$ cat src/rtl/rbwl_pkg.sv
`timescale 1ns / 1ps
`default_nettype none
// ----------------------------------------------------------------------------
// rbwl_pkg
// Shared types and constants of the restart backoff window limiter: event and
// action codes, register indexes, beat structs and controller interface.
// ----------------------------------------------------------------------------
package rbwl_pkg;

  // Width of the configuration register index; leaves room for unused indexes.
  localparam int CfgIdxW = 4;
  localparam int CfgDataW = 32;
  localparam int TimeW = 48;
  localparam int DelayW = 32;
  localparam int ConsecW = 16;
  localparam int WinCntW = 5;
  localparam int MaxFailW = 5;
  localparam int LevelsW = 3;
  localparam int MaxBackoff = 4;

  // Register reset values.
  localparam logic [MaxFailW-1:0] MaxFailRst = 5'd5;
  localparam logic [DelayW-1:0] WindowRst = 32'd60000;
  localparam logic AutoRst = 1'b1;
  localparam logic [LevelsW-1:0] LevelsRst = 3'd4;
  localparam logic [MaxBackoff-1:0][DelayW-1:0] BackoffRst = {
    32'd10000, 32'd5000, 32'd2000, 32'd1000
  };

  // Event kinds.
  typedef enum logic [1:0] {
    FUNC_START_OK   = 2'd0,
    FUNC_START_FAIL = 2'd1,
    FUNC_EXITED     = 2'd2,
    FUNC_STOP       = 2'd3
  } func_e;

  // Result actions.
  typedef enum logic [2:0] {
    ACT_IGNORED    = 3'd0,
    ACT_READY      = 3'd1,
    ACT_GAVE_UP    = 3'd2,
    ACT_NO_RESTART = 3'd3,
    ACT_RESTART    = 3'd4,
    ACT_STOPPED    = 3'd5
  } action_e;

  // Configuration register indexes.
  typedef enum logic [CfgIdxW-1:0] {
    CFG_MAX_FAIL = 4'd0,
    CFG_WINDOW   = 4'd1,
    CFG_AUTO     = 4'd2,
    CFG_LEVELS   = 4'd3,
    CFG_DELAY_0  = 4'd4,
    CFG_DELAY_1  = 4'd5,
    CFG_DELAY_2  = 4'd6,
    CFG_DELAY_3  = 4'd7
  } cfg_idx_e;

  // Controller states.
  typedef enum logic [2:0] {
    ST_IDLE,
    ST_DECIDE,
    ST_PRUNE_RD,
    ST_PRUNE_CMP,
    ST_PUSH,
    ST_FINISH
  } state_e;

  typedef struct packed {
    func_e             func;
    logic [TimeW-1:0]  now_ms;
  } in_beat_t;

  typedef struct packed {
    action_e             action;
    logic [DelayW-1:0]   delay_ms;
    logic [ConsecW-1:0]  consecutive_count;
    logic [WinCntW-1:0]  window_count;
  } out_beat_t;

  // Controller to datapath commands.
  typedef struct packed {
    logic load_in;
    logic decide;
    logic pop;
    logic push;
    logic load_out;
  } dp_cmd_t;

  // Datapath to controller status.
  typedef struct packed {
    logic count_fail;
    logic fill_zero;
    logic stale;
  } dp_sts_t;

endpackage
`default_nettype wire

$ cat src/rtl/rbwl_ram.sv
`timescale 1ns / 1ps
`default_nettype none
// ----------------------------------------------------------------------------
// rbwl_ram
// Generic single write port, single read port RAM with registered read data.
// ----------------------------------------------------------------------------
module rbwl_ram #(
  parameter int Width = 48,
  parameter int Depth = 16
) (
  input  wire logic                                  clk_i,
  input  wire logic                                  we_i,
  input  wire logic [((Depth > 1) ? $clog2(Depth) : 1)-1:0] waddr_i,
  input  wire logic [Width-1:0]                      wdata_i,
  input  wire logic [((Depth > 1) ? $clog2(Depth) : 1)-1:0] raddr_i,
  output logic      [Width-1:0]                      rdata_o
);

  logic [Width-1:0] mem_q [Depth];

  // Write port and registered read port.
  always_ff @(posedge clk_i) begin
    if (we_i) begin
      mem_q[waddr_i] <= wdata_i;
    end
    rdata_o <= mem_q[raddr_i];
  end

endmodule
`default_nettype wire

$ cat src/rtl/rbwl_ctrl.sv
`timescale 1ns / 1ps
`default_nettype none
// ----------------------------------------------------------------------------
// rbwl_ctrl
// Sequencer of the limiter: accepts one event beat, for a counted failure walks the
// window pruning loop over the timestamp memory, then hands the result to the output stage.
// ----------------------------------------------------------------------------
module rbwl_ctrl (
  input  wire logic              clk_i,
  input  wire logic              rst_ni,
  input  wire logic              in_valid_i,
  output logic                   in_stall_o,
  output logic                   out_valid_o,
  input  wire logic              out_stall_i,
  output rbwl_pkg::dp_cmd_t      cmd_o,
  input  wire rbwl_pkg::dp_sts_t sts_i
);

  rbwl_pkg::state_e state_q, state_d;
  logic             out_valid_q, out_valid_d;
  logic             out_busy;

  assign out_busy    = out_valid_q && out_stall_i;
  assign out_valid_o = out_valid_q;

  // Next state.
  always_comb begin
    state_d = state_q;
    unique case (state_q)
      rbwl_pkg::ST_IDLE: begin
        if (in_valid_i) state_d = rbwl_pkg::ST_DECIDE;
      end
      rbwl_pkg::ST_DECIDE: begin
        state_d = sts_i.count_fail ? rbwl_pkg::ST_PRUNE_RD : rbwl_pkg::ST_FINISH;
      end
      rbwl_pkg::ST_PRUNE_RD: begin
        state_d = sts_i.fill_zero ? rbwl_pkg::ST_PUSH : rbwl_pkg::ST_PRUNE_CMP;
      end
      rbwl_pkg::ST_PRUNE_CMP: begin
        state_d = sts_i.stale ? rbwl_pkg::ST_PRUNE_RD : rbwl_pkg::ST_PUSH;
      end
      rbwl_pkg::ST_PUSH: begin
        state_d = rbwl_pkg::ST_FINISH;
      end
      rbwl_pkg::ST_FINISH: begin
        if (!out_busy) state_d = rbwl_pkg::ST_IDLE;
      end
      default: state_d = rbwl_pkg::ST_IDLE;
    endcase
  end

  // Commands to the datapath.
  always_comb begin
    cmd_o      = '0;
    in_stall_o = 1'b1;
    unique case (state_q)
      rbwl_pkg::ST_IDLE: begin
        in_stall_o    = 1'b0;
        cmd_o.load_in = in_valid_i;
      end
      rbwl_pkg::ST_DECIDE:    cmd_o.decide = 1'b1;
      rbwl_pkg::ST_PRUNE_RD:  cmd_o = '0;
      rbwl_pkg::ST_PRUNE_CMP: cmd_o.pop = sts_i.stale;
      rbwl_pkg::ST_PUSH:      cmd_o.push = 1'b1;
      rbwl_pkg::ST_FINISH:    cmd_o.load_out = !out_busy;
      default:                cmd_o = '0;
    endcase
  end

  // The output slot fills on a load and empties when its beat is taken.
  assign out_valid_d = cmd_o.load_out || out_busy;

  always_ff @(posedge clk_i or negedge rst_ni) begin
    if (!rst_ni) begin
      state_q     <= rbwl_pkg::ST_IDLE;
      out_valid_q <= 1'b0;
    end else begin
      state_q     <= state_d;
      out_valid_q <= out_valid_d;
    end
  end

  // A result must never overwrite a beat that is still waiting downstream.
  assert property (@(posedge clk_i) disable iff (!rst_ni)
    cmd_o.load_out |-> !(out_valid_q && out_stall_i))
    else $error("result loaded over a stalled output beat");

  // An accepted event always starts with the decision step.
  assert property (@(posedge clk_i) disable iff (!rst_ni)
    (in_valid_i && !in_stall_o) |=> (state_q == rbwl_pkg::ST_DECIDE))
    else $error("accepted event did not enter the decision step");

  // A stalled result beat stays offered.
  assert property (@(posedge clk_i) disable iff (!rst_ni)
    (out_valid_o && out_stall_i) |=> out_valid_o)
    else $error("stalled result beat was withdrawn");

endmodule
`default_nettype wire

$ cat src/rtl/rbwl_dp.sv
`timescale 1ns / 1ps
`default_nettype none
// ----------------------------------------------------------------------------
// rbwl_dp
// Datapath of the limiter: configuration registers, supervisor flags, the
// consecutive failure counter, the timestamp ring and the result registers.
// ----------------------------------------------------------------------------
module rbwl_dp #(
  parameter int WINDOW_DEPTH = 16,
  parameter int BACKOFF_ENTRIES = 4
) (
  input  wire logic                           clk_i,
  input  wire logic                           rst_ni,
  input  wire logic                           cfg_valid_i,
  input  wire logic [rbwl_pkg::CfgIdxW-1:0]   cfg_index_i,
  input  wire logic [rbwl_pkg::CfgDataW-1:0]  cfg_data_i,
  input  wire rbwl_pkg::in_beat_t             in_data_i,
  output rbwl_pkg::out_beat_t                 out_data_o,
  input  wire rbwl_pkg::dp_cmd_t              cmd_i,
  output rbwl_pkg::dp_sts_t                   sts_o
);

  localparam int IdxW = (WINDOW_DEPTH > 1) ? $clog2(WINDOW_DEPTH) : 1;
  localparam int CntW = $clog2(WINDOW_DEPTH + 1);
  localparam int SumW = CntW + 1;
  localparam int CmpW = rbwl_pkg::TimeW + 1;

  // Configuration registers.
  logic [rbwl_pkg::MaxFailW-1:0] max_fail_q;
  logic [rbwl_pkg::DelayW-1:0]   window_q;
  logic                          auto_q;
  logic [rbwl_pkg::LevelsW-1:0]  levels_q;
  logic [rbwl_pkg::DelayW-1:0]   delay_q [BACKOFF_ENTRIES];

  // Event and supervisor state.
  rbwl_pkg::func_e               func_q;
  logic [rbwl_pkg::TimeW-1:0]    now_q;
  logic                          stopped_q;
  logic                          given_up_q;
  logic                          active_q;
  logic [rbwl_pkg::ConsecW-1:0]  consec_q;
  logic [IdxW-1:0]               head_q;
  logic [CntW-1:0]               fill_q;
  rbwl_pkg::action_e             res_act_q;
  logic [rbwl_pkg::DelayW-1:0]   res_delay_q;
  rbwl_pkg::out_beat_t           out_q;

  // Register write decode.
  logic we_max, we_win, we_auto, we_lvl, we_dly;

  always_comb begin
    we_max  = 1'b0;
    we_win  = 1'b0;
    we_auto = 1'b0;
    we_lvl  = 1'b0;
    we_dly  = 1'b0;
    unique case (cfg_index_i) inside
      rbwl_pkg::CFG_MAX_FAIL: we_max  = cfg_valid_i;
      rbwl_pkg::CFG_WINDOW:   we_win  = cfg_valid_i;
      rbwl_pkg::CFG_AUTO:     we_auto = cfg_valid_i;
      rbwl_pkg::CFG_LEVELS:   we_lvl  = cfg_valid_i;
      rbwl_pkg::CFG_DELAY_0, rbwl_pkg::CFG_DELAY_1,
      rbwl_pkg::CFG_DELAY_2, rbwl_pkg::CFG_DELAY_3: we_dly = cfg_valid_i;
      default: we_dly = 1'b0;
    endcase
  end

  always_ff @(posedge clk_i or negedge rst_ni) begin
    if (!rst_ni) begin
      max_fail_q <= rbwl_pkg::MaxFailRst;
      window_q   <= rbwl_pkg::WindowRst;
      auto_q     <= rbwl_pkg::AutoRst;
      levels_q   <= rbwl_pkg::LevelsRst;
    end else begin
      if (we_max)  max_fail_q <= cfg_data_i[rbwl_pkg::MaxFailW-1:0];
      if (we_win)  window_q   <= cfg_data_i;
      if (we_auto) auto_q     <= cfg_data_i[0];
      if (we_lvl)  levels_q   <= cfg_data_i[rbwl_pkg::LevelsW-1:0];
    end
  end

  // Backoff delay table; only the entries that can be selected are kept.
  for (genvar k = 0; k < BACKOFF_ENTRIES; k++) begin : g_delay
    always_ff @(posedge clk_i or negedge rst_ni) begin
      if (!rst_ni) begin
        delay_q[k] <= rbwl_pkg::BackoffRst[k];
      end else if (we_dly && (cfg_index_i[1:0] == 2'(k))) begin
        delay_q[k] <= cfg_data_i;
      end
    end
  end

  // A failure is counted for a failed start, or an exit of an active attempt, unless stopped or given up.
  logic terminal;
  logic count_fail;

  assign terminal   = stopped_q || given_up_q;
  assign count_fail = !terminal &&
                      ((func_q == rbwl_pkg::FUNC_START_FAIL) ||
                       ((func_q == rbwl_pkg::FUNC_EXITED) && active_q));

  // Oldest timestamp plus the window, against the event time.
  logic [rbwl_pkg::TimeW-1:0] rd_time;
  logic [CmpW-1:0]            limit;

  assign limit = CmpW'(rd_time) + CmpW'(window_q);

  assign sts_o.count_fail = count_fail;
  assign sts_o.fill_zero  = (fill_q == '0);
  assign sts_o.stale      = limit < CmpW'(now_q);

  // Push: drop the oldest entry of a full ring, then append at the tail.
  logic            full;
  logic [IdxW-1:0] head_inc;
  logic [IdxW-1:0] head_a;
  logic [CntW-1:0] fill_a;
  logic [CntW-1:0] fill_n;
  logic [SumW-1:0] tail_sum;
  logic [IdxW-1:0] tail;
  logic            gave_up;

  assign head_inc = (head_q == IdxW'(WINDOW_DEPTH - 1)) ? '0 : head_q + 1'b1;
  assign full     = (fill_q == CntW'(WINDOW_DEPTH));
  assign head_a   = full ? head_inc : head_q;
  assign fill_a   = full ? CntW'(WINDOW_DEPTH - 1) : fill_q;
  assign fill_n   = fill_a + 1'b1;

  always_comb begin
    tail_sum = SumW'(head_a) + SumW'(fill_a);
    if (tail_sum >= SumW'(WINDOW_DEPTH)) begin
      tail_sum = tail_sum - SumW'(WINDOW_DEPTH);
    end
  end

  assign tail    = IdxW'(tail_sum);
  assign gave_up = 32'(fill_n) >= 32'(max_fail_q);

  // Backoff entry: count minus one, clamped to the last usable level.
  logic [rbwl_pkg::LevelsW-1:0] levels;
  logic [rbwl_pkg::ConsecW-1:0] sel;
  logic [rbwl_pkg::DelayW-1:0]  pick;

  always_comb begin
    levels = (32'(levels_q) > BACKOFF_ENTRIES) ?
             rbwl_pkg::LevelsW'(BACKOFF_ENTRIES) : levels_q;
    sel    = (consec_q == '0) ? '0 : consec_q - 1'b1;
    if (sel > rbwl_pkg::ConsecW'(levels) - 1'b1) begin
      sel = rbwl_pkg::ConsecW'(levels) - 1'b1;
    end
    pick = '0;
    for (int k = 0; k < BACKOFF_ENTRIES; k++) begin
      if (sel == rbwl_pkg::ConsecW'(k)) pick = delay_q[k];
    end
    if (levels == '0) pick = '0;
  end

  // Timestamp ring; the read port follows the head.
  rbwl_ram #(
    .Width (rbwl_pkg::TimeW),
    .Depth (WINDOW_DEPTH)
  ) u_times (
    .clk_i   (clk_i),
    .we_i    (cmd_i.push),
    .waddr_i (tail),
    .wdata_i (now_q),
    .raddr_i (head_q),
    .rdata_o (rd_time)
  );

  // Event capture, payload only.
  always_ff @(posedge clk_i) begin
    if (cmd_i.load_in) begin
      func_q <= in_data_i.func;
      now_q  <= in_data_i.now_ms;
    end
  end

  // Supervisor state and ring pointers.
  always_ff @(posedge clk_i or negedge rst_ni) begin
    if (!rst_ni) begin
      stopped_q  <= 1'b0;
      given_up_q <= 1'b0;
      active_q   <= 1'b0;
      consec_q   <= '0;
      head_q     <= '0;
      fill_q     <= '0;
    end else begin
      if (cmd_i.decide) begin
        if (func_q == rbwl_pkg::FUNC_STOP) begin
          stopped_q <= 1'b1;
        end else if (!terminal && (func_q == rbwl_pkg::FUNC_START_OK)) begin
          active_q <= 1'b1;
          consec_q <= '0;
        end else if (count_fail) begin
          active_q <= 1'b0;
          if (consec_q != '1) consec_q <= consec_q + 1'b1;
        end
      end
      if (cmd_i.pop) begin
        head_q <= head_inc;
        fill_q <= fill_q - 1'b1;
      end
      if (cmd_i.push) begin
        head_q <= head_a;
        fill_q <= fill_n;
        if (gave_up) given_up_q <= 1'b1;
      end
    end
  end

  // Result registers, payload only.
  always_ff @(posedge clk_i) begin
    if (cmd_i.decide && !count_fail) begin
      res_delay_q <= '0;
      if (func_q == rbwl_pkg::FUNC_STOP) begin
        res_act_q <= rbwl_pkg::ACT_STOPPED;
      end else if (!terminal && (func_q == rbwl_pkg::FUNC_START_OK)) begin
        res_act_q <= rbwl_pkg::ACT_READY;
      end else begin
        res_act_q <= rbwl_pkg::ACT_IGNORED;
      end
    end
    if (cmd_i.push) begin
      if (gave_up) begin
        res_act_q   <= rbwl_pkg::ACT_GAVE_UP;
        res_delay_q <= '0;
      end else if (!auto_q) begin
        res_act_q   <= rbwl_pkg::ACT_NO_RESTART;
        res_delay_q <= '0;
      end else begin
        res_act_q   <= rbwl_pkg::ACT_RESTART;
        res_delay_q <= pick;
      end
    end
    if (cmd_i.load_out) begin
      out_q.action            <= res_act_q;
      out_q.delay_ms          <= res_delay_q;
      out_q.consecutive_count <= consec_q;
      out_q.window_count      <= rbwl_pkg::WinCntW'(32'(fill_q));
    end
  end

  assign out_data_o = out_q;

  // The ring never holds more timestamps than it has entries.
  assert property (@(posedge clk_i) disable iff (!rst_ni)
    32'(fill_q) <= WINDOW_DEPTH)
    else $error("window fill exceeds ring depth");

  // A prune step only drops an entry that exists.
  assert property (@(posedge clk_i) disable iff (!rst_ni)
    cmd_i.pop |-> (fill_q != '0))
    else $error("pop from an empty window");

  // Giving up is permanent.
  assert property (@(posedge clk_i) disable iff (!rst_ni)
    $past(given_up_q) |-> given_up_q)
    else $error("given-up state was cleared");

endmodule
`default_nettype wire

$ cat src/rtl/restart_backoff_window_limiter_unit.sv
`timescale 1ns / 1ps
`default_nettype none
// Restart supervisor with backoff and a sliding-window failure limit. Each
// input beat is one event (start ok, start failed, process exited, stop) with
// a millisecond timestamp, and each gives exactly one result beat. Events are
// handled one at a time. An event that counts no failure goes from the
// decision step straight to the result; a counted failure first prunes stale
// timestamps from the window, then pushes its own timestamp. The pruning loop
// reads the oldest timestamp through the single registered read port of the
// timestamp memory and compares it before the next one can be read. A new
// event is taken while a finished result still waits in the output register.
// Configuration registers are written through their own port, which is always
// ready; the user must write them only while no event is in flight, and the
// block itself does not enforce this.
// ----------------------------------------------------------------------------
// restart_backoff_window_limiter_unit
// Top level: joins the sequencer and the datapath of the restart limiter.
// ----------------------------------------------------------------------------
module restart_backoff_window_limiter_unit #(
  parameter int WINDOW_DEPTH = 16,
  parameter int BACKOFF_ENTRIES = 4
) (
  input  wire logic                           clk_i,
  input  wire logic                           rst_ni,
  input  wire logic                           cfg_valid_i,
  output logic                                cfg_ready_o,
  input  wire logic [rbwl_pkg::CfgIdxW-1:0]   cfg_index_i,
  input  wire logic [rbwl_pkg::CfgDataW-1:0]  cfg_data_i,
  input  wire logic                           in_valid_i,
  output logic                                in_stall_o,
  input  wire rbwl_pkg::in_beat_t             in_data_i,
  output logic                                out_valid_o,
  input  wire logic                           out_stall_i,
  output rbwl_pkg::out_beat_t                 out_data_o
);

  rbwl_pkg::dp_cmd_t cmd;
  rbwl_pkg::dp_sts_t sts;

  // Register writes are always accepted.
  assign cfg_ready_o = 1'b1;

  rbwl_ctrl u_ctrl (
    .clk_i       (clk_i),
    .rst_ni      (rst_ni),
    .in_valid_i  (in_valid_i),
    .in_stall_o  (in_stall_o),
    .out_valid_o (out_valid_o),
    .out_stall_i (out_stall_i),
    .cmd_o       (cmd),
    .sts_i       (sts)
  );

  rbwl_dp #(
    .WINDOW_DEPTH    (WINDOW_DEPTH),
    .BACKOFF_ENTRIES (BACKOFF_ENTRIES)
  ) u_dp (
    .clk_i       (clk_i),
    .rst_ni      (rst_ni),
    .cfg_valid_i (cfg_valid_i),
    .cfg_index_i (cfg_index_i),
    .cfg_data_i  (cfg_data_i),
    .in_data_i   (in_data_i),
    .out_data_o  (out_data_o),
    .cmd_i       (cmd),
    .sts_o       (sts)
  );

endmodule
`default_nettype wire
$ cat config.mk
export PLATFORM = sky130hd
export DESIGN_NAME = restart_backoff_window_limiter_unit
export DESIGN_NICKNAME = d
export VERILOG_FILES = /design/src/rtl/rbwl_pkg.sv /design/src/rtl/rbwl_ram.sv /design/src/rtl/rbwl_ctrl.sv /design/src/rtl/rbwl_dp.sv /design/src/rtl/restart_backoff_window_limiter_unit.sv
export SDC_FILE = /design/constraint.sdc
export NUM_CORES = 1
export LEC_CHECK = 0
export BUFFER_PORTS_ARGS = -buffer_cell sky130_fd_sc_hd__buf_2
export CAP_MARGIN = 20
export CORE_MARGIN = 10
export CORE_UTILIZATION = 60
export DETAILED_ROUTE_END_ITERATION = 10
export PLACE_DENSITY = 0.77
export SLEW_MARGIN = 20
export SYNTH_ARGS = -nofsm -noshare
export SYNTH_HDL_FRONTEND = slang
export SYNTH_SLANG_ARGS = --single-unit
$ cat constraint.sdc
create_clock -name clk_i -period 14.1 [get_ports clk_i]
set_input_delay 0.705 -clock clk_i [delete_from_list [all_inputs] [get_ports clk_i]]
set_output_delay 0.705 -clock clk_i [all_outputs]
set_load 0.01 [all_outputs]
==> flow_summary.yaml, run 1 <==
timing:
  hold_viol_final: 0
  finalClockSkew_ns: 0.0235
  rsz0062_at_grt: "no"
  slew_viol_final: 0
  timing.final.crit_share_pct: 45.2
  finalCriticalPeriod_ns: 6.38
  whs_ns: 0.0242
  tightest_slew_ns: 1.12
  timing.slew.headroom_pct: 25.3
  setup_viol: 0
  max_freq_ghz: 0.157
  fin_tns_setup_ns: 0
  fin_ws_ns: 7.72
worst_setup_path:
  cp_max_fo: 12
  arrival_ns: 6.91
  cp-end-kind: "register"
  path_class: "reg2reg"
  critPathLaunchType: "register"
  rr_worst_depth: 20
  crit_required_ns: 14.64
synthesis:
  syn-cell-area_um2: 48100
  synth_flop_cell: "edfxtp_1"
  ys_warn_count: 0
  synth.distinct_cells: 77
  synth.avg_cell_area_um2: 16.1
  post-synth-top-count-cell: "edfxtp_1"
  syn_inst: 2994
  synth_area_leaders: "edfxtp_1, dfrtp_1, mux2_2"
  ys_top_cells_by_count: "edfxtp_1, mux2_2, dfrtp_1"
  ys_ff_latch: 1158
  synth_edf_count: 909
  synth_top_area_share_pct: 56.8
  yosysTopAreaCell: "edfxtp_1"
  async_flop_share_pct: 17.4
  ys_seq_area_share_pct: 69.3
  syn_nets: 3196
power_and_ir_drop:
  p_leak_nw: 19.9
  vdd_drop_max_v: 0.000172
  power_density_nw_per_um2: 219
placed_design:
  io_buffers: 148
  dp_slack_ns: 7.76
  place.gp.congestion: 0.895
  dp_hpwl_um: 62200
route:
  vias: 27400
  wl_um: 113000
  drtPass1Iterations: 5
  wire_per_inst_um: 26.1
  drt_iter0_drc: 2579
  ant_nets: 0
  drc: 0
  vias_per_cell: 6.36
floorplan:
  die_w_um: 303
  initial_core_util_pct: 60.7
  die_y_um: 303
  dieArea_um2: 91900
  ios: 150
  placementRows: 103
  core_area_um2: 79300
global_routing:
  grt_pass1_vias: 28400
  grt_max_degree: 76
  antenna_found_initial: 2
  grt-ovfl-total: 0
  grtUsageTotal_pct: 24.5
  grt_pass1_wl_um: 171000
clock_tree:
  cts_buffers: 114
  cts_sinks: 1158
  ctsResizeCount: 0
  htree_levels: 3
  max-clock-path-buffers: 3
  holdBufCountCts: 0
  clk_pin_slew_worst_paths_ns: 0.06
  clock_latency_ns: 0.68
  cts_tree: "yes"
  post-cts-setup-buffer-count: 0
  root_buffer: "clkbuf_16"
hold_path:
  hold_class: "in2async"
run:
  maxCapViolations: 0
outcome:
  outcome: "finished, final reports clean"
cells_and_area:
  areaGrowthSynthToFinish_pct: 12.2
  fill_cells: 5144
  nets: 3370
  layout-drive-gt1-share_pct: 23.8
==> per-stage QoR <==
stage               power (mW)  utilization (%)  cell area, um2  std cells
floorplan                 7.55                -           48100       2994
global placement          8.63             63.3           50100       4101
detailed placement        8.80             63.3           50100       4102
CTS                       11.8             68.1           53900       4313
global route              12.4             68.1           53900       4314
finish                    11.8             68.1           53900       4315
==> layer usage <==
metal,up-vias,GRT usage [%],routed length [um]
li1,12000,-,-
met1,14000,32.4,45200
met2,1173,41.0,55700
met3,249,3.85,8320
met4,0,8.70,3590
met5,-,0,0
==> final cells by class <==
type	instances	area, um2	area share, %
Multi-Input combinational cell	1624	14100	26.1
Clock inverter	48	427	0.791
Antenna cell	2	5.00	0.00928
Tap cell	1050	1310	2.44
Timing Repair Buffer	195	1100	2.04
Clock buffer	163	3380	6.26
Sequential cell	1158	33300	61.8
Inverter	75	282	0.522
==> sequential cells by signal (all words and copies together), names as in the netlist, 16 cells and up <==
signal                cells
u_dp.consec_q            16
u_dp.delay_q            128
u_dp.now_q               48
u_dp.out_data_o          56
u_dp.res_delay_q         32
u_dp.u_times.mem_q      768
u_dp.u_times.rdata_o     48
u_dp.window_q            32
==> worst max-delay path, cell delays in order (launching register included) <==
cell and delay [ns]:
dfrtp_1 0.38, ha_1 0.21, fa_1 0.43, a211oi_1 0.26
nor2_1 0.12, a221oi_1 0.47, buf_2 0.28, o31ai_1 0.13
o31ai_2 0.72, nor2_1 0.14, xor2_1 0.18, ha_1 0.29
and3_1 0.20, a221o_1 0.29, a221oi_1 0.53, nand4_1 0.15
a21oi_1 0.18, a22o_1 0.34, and4b_1 0.49, nor3_1 0.08
or3b_1 0.37
==> power breakdown <==
part	switching (mW)	internal, mW
sequential	0.399	4.57
combinational	2.33	1.48
clock	1.25	1.79
==> cell usage in the layout, fill, tap and decap left out, types with 18 or more instances in the layout <==
master / netlist / final
dfrtp_1: 168 / 164
mux2_2: 222 / 222
nand2_1: 153 / 152
a221oi_1: 53 / 53
inv_1: 75 / 75
xor2_1: 21 / 21
dfxtp_1: 48 / 48
nor2_4: 0 / 18
clkbuf_1: 103 / 24
nand4_1: 18 / 18
edfxtp_1: 909 / 909
buf_4: 2 / 46
mux2i_1: 163 / 163
xnor2_1: 49 / 49
nand3_1: 43 / 43
a22oi_1: 48 / 48
ha_1: 109 / 109
clkbuf_8: 0 / 18
buf_2: 1 / 148
clkbuf_16: 0 / 122
o21ai_0: 139 / 139
a21oi_1: 109 / 108
mux4_2: 96 / 96
dfstp_2: 33 / 33
nor2_1: 130 / 111
and3_1: 31 / 31
==> kinds of logic after synthesis <==
kind of cell	count (synthesis)	share of synthesized area (%)
AOI/OAI and AO/OA	470	6.43
xor gates and xnor gates	70	1.28
adders and majority gates	111	2.92
buffers and inverters	212	1.74
DFF	1158	69.3
muxes	481	13.1
other	1	0.00780
and+or+nand+nor	491	5.23
==> worst paths after layout <==
check	start	to	slack [ns]
hold / removal	rst_ni	u_dp.consec_q[9]$_DFFE_PN0P_	0.02
max in group asynchronous	rst_ni	u_dp.delay_q[50]$_DFFE_PN0P_	11.84
setup reg to reg	u_dp.window_q[0]$_DFFE_PN0P_	u_dp.fill_q[4]$_DFFE_PN0P_	7.72
min in group clk_i	in_data_i[37]	u_dp.now_q[37]$_DFFE_PP_	0.20
setup / recovery	u_dp.window_q[0]$_DFFE_PN0P_	u_dp.fill_q[4]$_DFFE_PN0P_	7.72
hold reg to reg	u_dp.res_delay_q[8]$_SDFFCE_PP0P_	u_dp.out_data_o[29]$_DFFE_PP_	0.42
No activity file was read; power rests on OpenSTA's default activity.
==> run 2: changes to the inputs <==
Settings changed: CORE_UTILIZATION 60 to 56, PLACE_DENSITY 0.77 to 0.76.
Clock period 14.1 ns to 5.7 ns, I/O delays scaled along.
==> run 2 against run 1 <==
  * Wire length is 0.27% lower
  * Cell area is 1.7% higher
  * Clock skew is 0.0061 ns lower
  * Setup slack worse by 7.4 ns
  * Via count is 0.17% higher
  * Global-route usage is 1.8 points lower
  * Flip-flop and latch count stayed put
  * Critical path depth is 2 higher
  * Cell count is 4.4% higher
  * Sequential share of layout area is 1.1 points lower
  * Combinational power grew to 2.6 times the previous value
  * Critical endpoint is now u_dp.fill_q[0]$_DFFE_PN0P_
==> flow_summary.yaml, run 2 (synthesis gave the netlist of run 1 again) <==
outcome:
  outcome: "finished, final reports clean"
cells_and_area:
  final_cell_mix: "edfxtp_1, mux2_2, dfrtp_1, mux2i_1, nand2_1"
  seqCellArea_um2: 33300
  final_util_pct: 64.5
  layout-drive-gt1-share_pct: 23.4
  nets: 3462
  fill_cells: 5847
  largest_reg_flops: 768
  final_common_cell: "edfxtp_1"
  largest-register: "u_dp.u_times.mem_q"
  areaGrowthSynthToFinish_pct: 14.2
  multi_input_area_um2: 14100
worst_setup_path:
  crit_slowest_cell: "fa_1"
  critPathLaunchType: "register"
  cp_max_fo: 8
  crit_chain: "ha_1 -> fa_1 -> a211oi_1 -> nor2_1 -> a221oi_1 -> buf_4 -> o31ai_1 -> o31ai_2 -> buf_4 -> nor2_1 -> xor2_1 -> ha_1 -> and3_1 -> a221o_1 -> a221oi_2 -> nand4_1 -> a21oi_1 -> a22o_1 -> and4b_1 -> buf_4 -> a21oi_1 -> o22ai_1"
  slowest_delay_ns: 0.44
  rr_worst_depth: 22
  crit_required_ns: 6.28
  cp-end-kind: "register"
  path_class: "reg2reg"
  reg2reg_from: "u_dp.window_q[0]$_DFFE_PN0P_"
  rrSetupSlack_ns: 0.35
  arrival_ns: 5.93
  timing.critical_path.mode_cell: "buf_4"
  reg2reg_to: "u_dp.fill_q[0]$_DFFE_PN0P_"
timing:
  fin_ws_ns: 0.354
  timing.slew.headroom_pct: 23.0
  finalCriticalPeriod_ns: 5.35
  tightest_slew_ns: 1.15
  setup_viol: 0
  hold_viol_final: 0
  max_freq_ghz: 0.187
  slew_viol_final: 0
  timing.final.crit_share_pct: 93.8
  rsz0062_at_grt: "no"
  fin_tns_setup_ns: 0
  finalClockSkew_ns: 0.0173
global_routing:
  grt_use_met2_pct: 38.0
  grt_pass1_wl_um: 172000
  gr-usage-met3_pct: 3.89
  gr-usage-met1_pct: 30.4
  grt_pass1_vias: 28200
  grt_max_degree: 136
  grtUsageTotal_pct: 22.7
  busiest_layer: "met2"
  grt-ovfl-total: 0
  antenna_found_initial: 8
placed_design:
  dp_slack_ns: 0.247
  io_buffers: 148
  place.gp.congestion: 0.939
  dp_hpwl_um: 67800
clock_tree:
  cts_tree: "yes"
  clk_pin_slew_worst_paths_ns: 0.06
  htree_levels: 3
  cts_buffers: 113
  post-cts-setup-buffer-count: 0
  cts_sinks: 1158
  clock_latency_ns: 0.69
  max-clock-path-buffers: 3
  root_buffer: "clkbuf_16"
route:
  vias_per_cell: 6.10
  drt_iter0_drc: 2591
  drc: 0
  wl_um: 112000
  drtPass1Iterations: 5
  ant_nets: 0
  vias: 27500
  wire_per_inst_um: 25.0
run:
  maxCapViolations: 0
floorplan:
  core_area_um2: 85100
  die_w_um: 313
  initial_core_util_pct: 56.5
  die_y_um: 313
  placementRows: 107
  ios: 150
  dieArea_um2: 98000
power_and_ir_drop:
  vdd_drop_max_v: 0.000408
  total_power_mw: 29.0
  p_leak_nw: 20.2
  power_density_nw_per_um2: 529
hold_path:
  worstHoldStart: "cfg_index_i[1]"
  hold_depth: 3
  hold_class: "in2reg"
  min_to: "u_dp.auto_q$_DFFE_PN1P_"
run 2: metrics by stage:
stage                     hold WS, ns  cell area (um2)  instances
final                          0.0528            54900       4504
after global routing           0.0543            54900       4502
after CTS                      0.0200            54900       4502
after detailed placement        0.408            50500       4204
after global placement          0.398            50500       4203
after floorplan               -0.0106            48100       2994
run 2: worst max path at each step:
stage | startpoint | endpoint | slack [ns] | cells past startpoint
after CTS | u_dp.window_q[0]$_DFFE_PN0P_ | u_dp.fill_q[4]$_DFFE_PN0P_ | 0.25 | 21
after floorplan | u_dp.head_q[0]$_DFFE_PN0P_ | u_dp.u_times.mem_q[2][0]$_DFFE_PP_ | 0.25 | 12
after global routing | u_dp.window_q[0]$_DFFE_PN0P_ | u_dp.fill_q[0]$_DFFE_PN0P_ | 0.01 | 22
after global placement | u_dp.window_q[0]$_DFFE_PN0P_ | u_dp.fill_q[4]$_DFFE_PN0P_ | 0.37 | 21
after detailed placement | u_dp.window_q[0]$_DFFE_PN0P_ | u_dp.fill_q[4]$_DFFE_PN0P_ | 0.25 | 21
final | u_dp.window_q[0]$_DFFE_PN0P_ | u_dp.fill_q[0]$_DFFE_PN0P_ | 0.35 | 22
run 2: final cells by class:
cell class / count / area share, %
clock buffers: 160 / 5.79
clock inverters: 53 / 0.659
flip-flops and latches: 1158 / 60.7
well taps: 1144 / 2.61
inverters: 75 / 0.513
diodes: 2 / 0.00912
multi-input cells: 1624 / 25.7
repair buffers: 288 / 3.94
run 2: layer usage:
layer  vias up  share of wire, %
met5         -             0.024
met4         4               2.6
met3       205               7.3
met2      1150                50
met1     14000                40
li1      12200                 -
run 2: timing repair:
item / CTS / global route
hold endpoints to repair: 291 / 0
gates resized for setup: 0 / 4
setup endpoints to repair: 0 / 7
hold buffers: 85 / 0
run 2: critical path, delay by kind of cell (launching register included):
family / cells / cell delay, ns
AO/OA/AOI/OAI: 10 / 2.26
XOR/XNOR: 1 / 0.18
adder cells (fa/ha/maj): 3 / 0.93
buffers and inverters: 3 / 0.63
flip-flops: 1 / 0.39
AND/OR/NAND/NOR: 5 / 0.83
run 2: where the power goes:
part,leakage [nW],internal [mW],switching [mW]
logic,7.38,3.85,5.88
clock network,1.74,3.94,3.11
registers,11.1,11.3,0.955
total,20.2,19.1,9.94
